$ cat config.mk
export PLATFORM = sky130hd
export DESIGN_NAME = hbas_queue
export DESIGN_NICKNAME = d
export VERILOG_FILES = /design/src/hw/rtl/hbas_pkg.sv /design/src/hw/rtl/hbas_queue.sv
export SDC_FILE = /design/constraint.sdc
export NUM_CORES = 1
export LEC_CHECK = 0
export ABC_CLOCK_PERIOD_IN_PS = 28900
export BUFFER_PORTS_ARGS = -buffer_cell sky130_fd_sc_hd__buf_2
export CELL_PAD_IN_SITES_DETAIL_PLACEMENT = 1
export CELL_PAD_IN_SITES_GLOBAL_PLACEMENT = 2
export CORE_MARGIN = 10
export CORE_UTILIZATION = 42
export DETAILED_ROUTE_END_ITERATION = 10
export PLACE_DENSITY_LB_ADDON = 0.15
export REMOVE_ABC_BUFFERS = 1
export SETUP_SLACK_MARGIN = 0.5
export SYNTH_ARGS = -nofsm -noshare
export SYNTH_HDL_FRONTEND = slang
export SYNTH_SLANG_ARGS = --single-unit
$ cat constraint.sdc
create_clock -name clk_i -period 28.9 [get_ports clk_i]
set_input_delay 5.78 -clock clk_i [delete_from_list [all_inputs] [get_ports clk_i]]
set_output_delay 5.78 -clock clk_i [all_outputs]
set_load 0.005 [all_outputs]
$ cat src/hw/rtl/hbas_pkg.sv
// Shared types and constants of the host buffer access splitter.
package hbas_pkg;

  localparam int unsigned MAX_DESCRIPTORS = 32;
  localparam int unsigned DESC_IW = $clog2(MAX_DESCRIPTORS);
  localparam int unsigned COUNT_W = 6;
  localparam int unsigned QUEUE_DEPTH = 2;
  localparam int unsigned QUEUE_PW = $clog2(QUEUE_DEPTH);

  localparam int unsigned BASE_W = 64;
  localparam int unsigned PAGES_W = 32;
  localparam int unsigned PAGE_BYTES_W = 28;
  localparam int unsigned TOTAL_W = 49;
  localparam int unsigned OFFSET_W = 48;
  localparam int unsigned LEN_W = 32;
  localparam int unsigned SEG_W = PAGES_W + PAGE_BYTES_W;
  localparam int unsigned CFG_DW = TOTAL_W;

  localparam logic [1:0] CFG_ENABLED = 2'd0;
  localparam logic [1:0] CFG_COUNT = 2'd1;
  localparam logic [1:0] CFG_PAGE_BYTES = 2'd2;
  localparam logic [1:0] CFG_TOTAL = 2'd3;

  localparam logic CMD_LOAD = 1'b0;

  typedef enum logic [1:0] {
    KIND_CHUNK = 2'd0,
    KIND_DONE = 2'd1,
    KIND_REJECT = 2'd2,
    KIND_EXHAUSTED = 2'd3
  } kind_e;

  typedef enum logic [1:0] {
    JOB_LOAD,
    JOB_ACCESS,
    JOB_REJECT
  } job_e;

  typedef struct packed {
    logic enabled;
    logic [COUNT_W-1:0] count;
    logic [PAGE_BYTES_W-1:0] page_bytes;
    logic [TOTAL_W-1:0] total;
  } cfg_t;

  typedef struct packed {
    job_e job;
    logic [DESC_IW-1:0] index;
    logic [BASE_W-1:0] base;
    logic [PAGES_W-1:0] pages;
    logic [OFFSET_W-1:0] offset;
    logic [LEN_W-1:0] len;
    logic dir;
  } job_t;

endpackage

$ cat src/hw/rtl/hbas_queue.sv
// Short job queue between the front end and the walker.
module hbas_queue import hbas_pkg::*; (
  input  logic clk_i,
  input  logic rst_ni,
  input  logic push_i,
  input  job_t job_i,
  output logic full_o,
  input  logic pop_i,
  output logic valid_o,
  output job_t job_o
);

  job_t mem_q [QUEUE_DEPTH];
  logic [QUEUE_PW-1:0] wr_q, rd_q;
  logic [QUEUE_PW:0] fill_q;

  always_ff @(posedge clk_i) begin
    if (push_i) begin
      mem_q[wr_q] <= job_i;
    end
  end

  always_ff @(posedge clk_i or negedge rst_ni) begin
    if (!rst_ni) begin
      wr_q <= '0;
      rd_q <= '0;
      fill_q <= '0;
    end else begin
      if (push_i) begin
        wr_q <= (32'(wr_q) == QUEUE_DEPTH - 1) ? '0 : wr_q + 1'b1;
      end
      if (pop_i) begin
        rd_q <= (32'(rd_q) == QUEUE_DEPTH - 1) ? '0 : rd_q + 1'b1;
      end
      fill_q <= fill_q + (QUEUE_PW+1)'(push_i) - (QUEUE_PW+1)'(pop_i);
    end
  end

  assign full_o = 32'(fill_q) == QUEUE_DEPTH;
  assign valid_o = fill_q != '0;
  assign job_o = mem_q[rd_q];

endmodule

==> metrics <==
Placer Congestion 0.7057; worst-margin pin slew 1078 ps; Critical Path AT 3510 ps; Post-synth top cells edfxtp_1 (368), mux2_4 (150), mux2_2 (34), buf_6 (18), dfrtp_1 (4); grt total ovfl 0; crit share post-route ~32%; final hold viol count 0; Logic pwr share between 20 and 30%; Final Setup Violations 0; Synth warnings 0; CTS resizes 0; first-pass GRT wire length 47670 um; hold crit path type register to register; Clock Sinks roughly 370; WL final ~33000 um; I/O pin count 374; worst path required time 23120 ps; antenna viol nets, final 0; status finished, final reports clean; H-tree depth 2; Sw Ratio between 20% and 30%; sw power 0.4639 mW; post-synth top area cell edfxtp_1; pin count of the biggest net entering global routing 79; initial core utilization 42.27%; root buffer cell clkbuf_16; Max-cap violations 0; power density cells 97.98 nW/um^2; Final Cell Area 17600 sq um; top cells by area, synth edfxtp_1 (78%), mux2_4 (16%), mux2_2 (2.7%), buf_6 (1.4%), dfrtp_1 (0.71%); DP HPWL around 23000 um; Synth-to-Final Area Change 24.78%; Leakage 7.025 nW; number of synthesized flops with an enable pin 368; headroom to the max-slew limit between 20% and 30%; sequential fraction of the synthesis area 79.07%; Post-DP Area between 15000 and 20000 sq um; Worst Setup Start Kind register; pins over their slew limit 0; RSZ-0062 raised after global routing no; initial drt markers 309; nets 1180; library cells used by synthesis 13; Die Wd just over 200 um; critical-path maximum fanout about 60; TritonCTS buffer count 41; # Post-CTS Setup Buffers 0; worst skew pair latency about 500 ps; IO Port Bufs between 300 and 400; Die ar. 41310 sq um; number of global-route vias before repair 7585; Core Area 33360 sq um; Post-synth ARST share 1.075%; Post-CTS Hold Buffers 0; die height slightly above 200 um; FP Rows 67; Synth Register Bits 372; Max VDD drop 0.00005353 V; kind of critical path register to primary output; clock-pin transition on the worst setup and hold timing paths roughly 50 ps; Mapped Area around 14000 sq um; CTS tree built; most common cell in the netlist edfxtp_1; GRT Total Usage about 15%; Post-Route Skew 7.596 ps; Vias 6964; Avg Synthesized Cell Area 23.98 sq um; share of layout cells above drive strength 1 between 60% and 70%; max frequency ~0.11 GHz; Mapped Cells about 590; Clk pwr share 27.3%; drt drc 0; Most used DFF post-synth edfxtp_1; Clock Path Buffers 3; mean routed wirelength per cell 22.22 um; min Tclk post-route 9285 ps; Yosys top cell area share 78.36%; CP Capture Type primary output; Internal 1.260 mW; antenna violations before repair 11; Via density 4.737; Seq pwr share 43.3%; Sum Neg Setup Slack 0 ps; Layout fillers 3139; Detailed Routing Iterations Pass 1 4
worst paths after layout:
path | slack [ps] | end | start | cells after the start
min reg2reg | 550 | wr_q | wr_q | 1
max reg2reg | 26260 | mem_q[0][46] | wr_q | 2
max | 19610 | job_o[169] | rd_q | 4
max in group asynchronous | 23680 | rd_q | rst_ni | 1
min in group asynchronous | 5080 | rd_q | rst_ni | 1
min | 550 | wr_q | wr_q | 1
metrics by stage:
stage	utilization (%)	power [mW]	hold WS (ps)	setup slack [ps]	cells
after floorplan	-	1.185	453.1	14430	567
after global placement	49.09	1.276	527.5	20070	1395
after detailed placement	49.09	1.282	539.6	20050	1395
after CTS	52.71	1.759	559.2	19500	1466
after global routing	52.71	1.815	574.6	19390	1466
final	52.74	1.724	549.2	19610	1470
cells by family after synthesis:
logic type / count (synthesis) / synth area share (%)
adder cells (fa/ha/maj): 2 / 0.1774
XOR/XNOR: 3 / 0.2928
multiplexers: 184 / 18.69
flip-flops: 372 / 79.07
AND/OR/NAND/NOR: 4 / 0.1775
buffers and inverters: 23 / 1.597
worst max-delay path, cell delays in order, from the launching register on:
cell     delay, ps
dfrtp_4        590
buf_4          800
buf_4          920
mux2_2         410
buf_2          130
registers in the layout, indices dropped and copies added, names as in the netlist:
signal  flops
mem_q     368
fill_q      2
rd_q        1
wr_q        1
power groups by stage:
stage / Sequential (mW) / Clock, mW / Combinational (mW)
after detailed placement: 0.760 / 0 / 0.522
after CTS: 0.749 / 0.486 / 0.525
after global placement: 0.753 / 0 / 0.523
after global routing: 0.757 / 0.509 / 0.549
final: 0.747 / 0.471 / 0.506
after floorplan: 0.822 / 0 / 0.363
cells in the final DEF (no fill, tap or decap), drive strengths merged, types with 4 or more instances in the layout:
master,synthesis,final
mux2,184,184
edfxtp,368,368
clkinv,0,18
buf,21,380
diode,0,4
dfrtp,4,4
clkbuf,0,50
cell type report:
class                           count  area, sq um  share of cell area (%)
Clock inverter                     21        148.9                  0.8461
Clock buffer                       50         1060                   6.022
Inverter                            2        7.507                 0.04266
Antenna cell                        4        10.01                 0.05688
Timing Repair Buffer              380         1919                   10.91
Sequential cell                   372        11150                   63.39
Multi-Input combinational cell    193         2736                   15.55
Tap cell                          448        560.5                   3.185
layer usage:
metal  track usage (%)  vias to the layer above  routed length [um]  share of wire [%]
met5                 0                        -                 102               0.31
met3             6.108                       59                2864                8.8
met4             4.103                       16                 685                2.1
met2             25.73                      236               16280                 50
met1             17.44                     3488               12730                 39
li1                  -                     3165                   -                  -
No activity file was read; power rests on OpenSTA's default activity.
