### src/hw/rtl/hbas_pkg.sv
// Shared types and constants of the host buffer access splitter.
package hbas_pkg;

  localparam int unsigned MAX_DESCRIPTORS = 32;
  localparam int unsigned DESC_IW = $clog2(MAX_DESCRIPTORS);
  localparam int unsigned COUNT_W = 6;
  localparam int unsigned QUEUE_DEPTH = 2;
  localparam int unsigned QUEUE_PW = $clog2(QUEUE_DEPTH);

  localparam int unsigned BASE_W = 64;
  localparam int unsigned PAGES_W = 32;
  localparam int unsigned PAGE_BYTES_W = 28;
  localparam int unsigned TOTAL_W = 49;
  localparam int unsigned OFFSET_W = 48;
  localparam int unsigned LEN_W = 32;
  localparam int unsigned SEG_W = PAGES_W + PAGE_BYTES_W;
  localparam int unsigned CFG_DW = TOTAL_W;

  localparam logic [1:0] CFG_ENABLED = 2'd0;
  localparam logic [1:0] CFG_COUNT = 2'd1;
  localparam logic [1:0] CFG_PAGE_BYTES = 2'd2;
  localparam logic [1:0] CFG_TOTAL = 2'd3;

  localparam logic CMD_LOAD = 1'b0;

  typedef enum logic [1:0] {
    KIND_CHUNK = 2'd0,
    KIND_DONE = 2'd1,
    KIND_REJECT = 2'd2,
    KIND_EXHAUSTED = 2'd3
  } kind_e;

  typedef enum logic [1:0] {
    JOB_LOAD,
    JOB_ACCESS,
    JOB_REJECT
  } job_e;

  typedef struct packed {
    logic enabled;
    logic [COUNT_W-1:0] count;
    logic [PAGE_BYTES_W-1:0] page_bytes;
    logic [TOTAL_W-1:0] total;
  } cfg_t;

  typedef struct packed {
    job_e job;
    logic [DESC_IW-1:0] index;
    logic [BASE_W-1:0] base;
    logic [PAGES_W-1:0] pages;
    logic [OFFSET_W-1:0] offset;
    logic [LEN_W-1:0] len;
    logic dir;
  } job_t;

endpackage

### src/hw/rtl/hbas_front.sv
// Front end: configuration registers, input beat acceptance and job classification.
module hbas_front import hbas_pkg::*; (
  input  logic                    clk_i,
  input  logic                    rst_ni,
  input  logic                    cfg_we_i,
  input  logic [1:0]              cfg_idx_i,
  input  logic [CFG_DW-1:0]       cfg_wdata_i,
  input  logic                    in_valid_i,
  output logic                    in_ready_o,
  input  logic                    cmd_i,
  input  logic [4:0]              entry_index_i,
  input  logic [BASE_W-1:0]       entry_base_i,
  input  logic [PAGES_W-1:0]      entry_pages_i,
  input  logic [OFFSET_W-1:0]     offset_i,
  input  logic [LEN_W-1:0]        length_i,
  input  logic                    is_write_i,
  input  logic                    q_full_i,
  output logic                    q_push_o,
  output job_t                    q_job_o,
  output cfg_t                    cfg_o
);

  cfg_t cfg_q;
  logic [TOTAL_W-1:0] span;
  logic reject;
  logic index_ok;

  always_ff @(posedge clk_i or negedge rst_ni) begin
    if (!rst_ni) begin
      cfg_q.enabled <= 1'b0;
      cfg_q.count <= '0;
      cfg_q.page_bytes <= PAGE_BYTES_W'(4096);
      cfg_q.total <= '0;
    end else if (cfg_we_i) begin
      case (cfg_idx_i)
        CFG_ENABLED: cfg_q.enabled <= cfg_wdata_i[0];
        CFG_COUNT: begin
          if (cfg_wdata_i[COUNT_W-1:0] > COUNT_W'(MAX_DESCRIPTORS)) begin
            cfg_q.count <= COUNT_W'(MAX_DESCRIPTORS);
          end else begin
            cfg_q.count <= cfg_wdata_i[COUNT_W-1:0];
          end
        end
        CFG_PAGE_BYTES: cfg_q.page_bytes <= cfg_wdata_i[PAGE_BYTES_W-1:0];
        CFG_TOTAL: cfg_q.total <= cfg_wdata_i[TOTAL_W-1:0];
        default: ;
      endcase
    end
  end

  assign span = TOTAL_W'(offset_i) + TOTAL_W'(length_i);
  assign reject = !cfg_q.enabled || (cfg_q.count == '0) || (span > cfg_q.total);
  assign index_ok = 32'(entry_index_i) < MAX_DESCRIPTORS;

  assign in_ready_o = !q_full_i;
  // Out-of-range slot loads are dropped at the door.
  assign q_push_o = in_valid_i && in_ready_o && !(cmd_i == CMD_LOAD && !index_ok);

  always_comb begin
    q_job_o.job = JOB_ACCESS;
    if (cmd_i == CMD_LOAD) begin
      q_job_o.job = JOB_LOAD;
    end else if (reject) begin
      q_job_o.job = JOB_REJECT;
    end
    q_job_o.index = entry_index_i[DESC_IW-1:0];
    q_job_o.base = entry_base_i;
    q_job_o.pages = entry_pages_i;
    q_job_o.offset = offset_i;
    q_job_o.len = length_i;
    q_job_o.dir = is_write_i;
  end

  assign cfg_o = cfg_q;

endmodule

### config.mk
export PLATFORM = sky130hd
export DESIGN_NAME = hbas_front
export DESIGN_NICKNAME = d
export VERILOG_FILES = /design/src/hw/rtl/hbas_pkg.sv /design/src/hw/rtl/hbas_front.sv
export SDC_FILE = /design/constraint.sdc
export NUM_CORES = 1
export LEC_CHECK = 0
export ABC_AREA = 1
export BUFFER_PORTS_ARGS = -buffer_cell sky130_fd_sc_hd__buf_2
export CAP_MARGIN = 20
export CORE_AREA = 2 2 195 197
export DETAILED_ROUTE_END_ITERATION = 12
export DIE_AREA = 0 0 197 199
export PLACE_DENSITY = 0.6
export SETUP_SLACK_MARGIN = 0.3
export SKIP_LAST_GASP = 1
export SYNTH_ARGS = -nofsm -noshare
export SYNTH_HDL_FRONTEND = slang
export SYNTH_SLANG_ARGS = --single-unit
### constraint.sdc
create_clock -name clk_i -period 4.4 [get_ports clk_i]
set_input_delay 0.66 -clock clk_i [delete_from_list [all_inputs] [get_ports clk_i]]
set_output_delay 0.66 -clock clk_i [all_outputs]
set_load 0.005 [all_outputs]
==> metrics.yaml <==
cts_made_buffers: 9
async_flop_share_pct: 100
synth_mux_area_share_pct: 0
worstPathArrival_ps: 3450
grt_pass1_vias: 8072
worst_pin_slew_ps: 937
finalCritPeriodShare_pct: 93.5
p_leak_nw: 6.04
synth-seq-cells: 84
synth_warnings: 0
via_count: 8522
reg2reg_depth: 2
cts_sinks: 84
nets: 1818
diodes: 0
path_clk_slew_ps: 60
status: "finished clean"
syn_avg_cell_area_sq_um: 6.58
synthAdderAreaFrac_pct: 11.7
fin_crit_ps: 4110
grt_max_degree: 70
routed_wl_microns: 31800
grt_overflow: 0
grt_first_pass_wirelength_microns: 45400
synth_nets: 1664
synthTopCellsByArea: "dfrtp_1, buf_4, nand2_1"
drtIter0Drc: 383
crit_type: "in2out"
worst-path-stages: 20
ys.flop_type: "dfrtp_1"
r2r-end: "cfg_o[43]"
viasPerCell: 4.31
drv_slew: 0
cpMaxStageDelayCell: "ha_1"
path_max_fanout: 4
critPathCapture: "q_job_o[183]"
r2r_start: "cfg_o[43]"
synth_area_sq_mm: 0.00884
dieArea_sq_mm: 0.0392
core_sq_mm: 0.0371
fin_skew_ps: 0
finalSetupViolCount: 0
max_slew_margin_pct: 37.5
placed_cell_area_sq_mm: 0.00968
synth_edf_count: 0
p_total_mw: 3.17
hold_violations: 0
start_util_pct: 23.8
rows: 71
cts_tree: "yes"
yosys.area.top_type_share_pct: 23.5
root_buffer: "clkbuf_16"
synth_top_cell_by_area: "dfrtp_1"
grt.total_usage_pct: 15.5
r2r_slack_ps: 3590
drc_errors: 0
seq_area_frac_synth_pct: 23.8
hold_buffers: 0
crit_required_ps: 3740
nFillCells: 4058
fmax_mhz: 243
final_cells: 1976
layout_commonest_cell: "buf_2"
drtPass1Iterations: 5
synth_xor_area_share_pct: 2.97
startpoint: "length_i[21]"
critPathBufInv: 4
synth_top_family_by_area: "buffers and inverters"
synth_compound_area_share_pct: 9.97
cts_htree_levels: 3
synthCells: 1343
io_buffers: 304
clockBufferDepth: 2
yosys.area_share.simple_pct: 25.7
insertion_delay_ps: 340
start_kind: "input pin"
cp_slowest_stage_delay_ps: 310
cp_cell_sequence: "buf_2 > ha_4 > a21oi_2 > buf_4 > o21ai_1 > inv_1 > o21ai_1 > a21oi_1 > nand2_2 > xor2_1 > ha_1 > nand4_1 > nor2_2 > nand3_1 > nor2_1 > nand2_1 > nand3_2 > nand2_4 > a21oi_2 > buf_2"
die_y_microns: 199
final_layout_size_suffix_gt1_share_pct: 37.9
gp_congestion: 0.887
dp_hpwl_microns: 27000
ir_worst_vdd_mv: 0.171
hp-class: "in2async"
largest_reg_flops: 84
dp_cells: 1941
dieWidth_microns: 197
powerDensity_mw_per_mm2: 284
final_cell_area_sq_mm: 0.0112
antenna_found_initial: 2
end_kind: "primary output"
syn_to_final_growth_pct: 26.6
yosysUniqueCellTypes: 36
critical-path-top-delay-family: "simple AND/OR/NAND/NOR gates"
ant_nets: 0
pin_count: 509
layout_common_cells: "buf_2, nand2_1, inv_1"
rsz0062_at_grt: "yes"
drv_cap: 0
routedWlPerCell_microns: 16.1
kinds of logic (layout without fill, tap and decap cells):
logic type               Yosys count  in the layout
AND/OR/NAND/NOR                  552            552
adder cells (fa/ha/maj)           82             82
flip-flops                        84             84
XOR/XNOR                          30             30
buffers and inverters            425            584
AO/OA/AOI/OAI                    170            170
through the flow:
stage | hold slack (ps) | utilization [%] | setup WS (ps) | TNS, ps
2_1_floorplan | 364 | - | 669 | 0
3_3_place_gp | 465 | 26.1 | -47.1 | -54.1
3_5_place_dp | 469 | 26.1 | -39.4 | -52.0
4_1_cts | 384 | 28.6 | 292 | 0
5_1_grt | 422 | 30.1 | 107 | 0
6_report | 366 | 30.1 | 285 | 0
cells in the mapped netlist, types with 2 or more instances:
cell type	count
nor3_1	9
nand4_1	15
a21o_1	5
nor4_1	2
nand3b_1	4
nand3_1	44
o21ai_1	16
o21a_1	2
inv_2	12
o21ai_0	64
o22ai_1	4
buf_4	182
a21oi_1	76
nor2_1	111
clkbuf_1	12
dfrtp_1	83
buf_2	3
nor2_2	6
nand2_1	344
nand2_2	9
o21bai_1	2
ha_1	81
inv_1	214
nor2_4	2
xor2_1	26
xnor2_1	4
nor3_2	2
final cells by class:
type,instances,area [sq um],area share (%)
clock buffer,10,229,2.05
clock inverter,6,71.3,0.638
timing repair buffer,341,1830,16.3
inverter,227,852,7.62
sequential,84,2100,18.8
multi-input combinational,834,5510,49.3
tap,474,593,5.30
worst min-delay path by stage:
| stage | startpoint | end | slack [ps] | cells past startpoint |
|---|---|---|---|---|
| final | rst_ni | cfg_o[12] | 370 | 1 |
| after global routing | rst_ni | cfg_o[49] | 420 | 1 |
| after CTS | rst_ni | cfg_o[49] | 380 | 1 |
| after detailed placement | cfg_o[53] | cfg_o[53] | 470 | 2 |
| after global placement | cfg_o[63] | cfg_o[63] | 460 | 2 |
| after floorplan | rst_ni | cfg_o[0] | 360 | 0 |
what timing repair did:
| action | CTS | global route |
|---|---|---|
| cloned | 0 | 0 |
| resized for setup | 113 | 125 |
| pin swaps | 29 | 62 |
| setup buffers | 10 | 9 |
| setup endpoints to repair | 2 | 2 |
per-layer routing:
metal / track usage, % / vias to the layer above / part of all wire [%]
li1: - / 4298 / -
met1: 19.4 / 3844 / 43
met2: 26.4 / 300 / 48
met3: 2.44 / 76 / 5.9
met4: 7.07 / 4 / 3.5
met5: 0 / - / 0.066
where the power goes:
group / internal (mW) / switching [mW] / total (mW) / leakage, nW
logic: 0.586 / 0.823 / 1.41 / 4.89
registers: 0.896 / 0.0848 / 0.981 / 1.01
clock network: 0.448 / 0.338 / 0.785 / 0.145
Power figures use the tool's default switching activity.
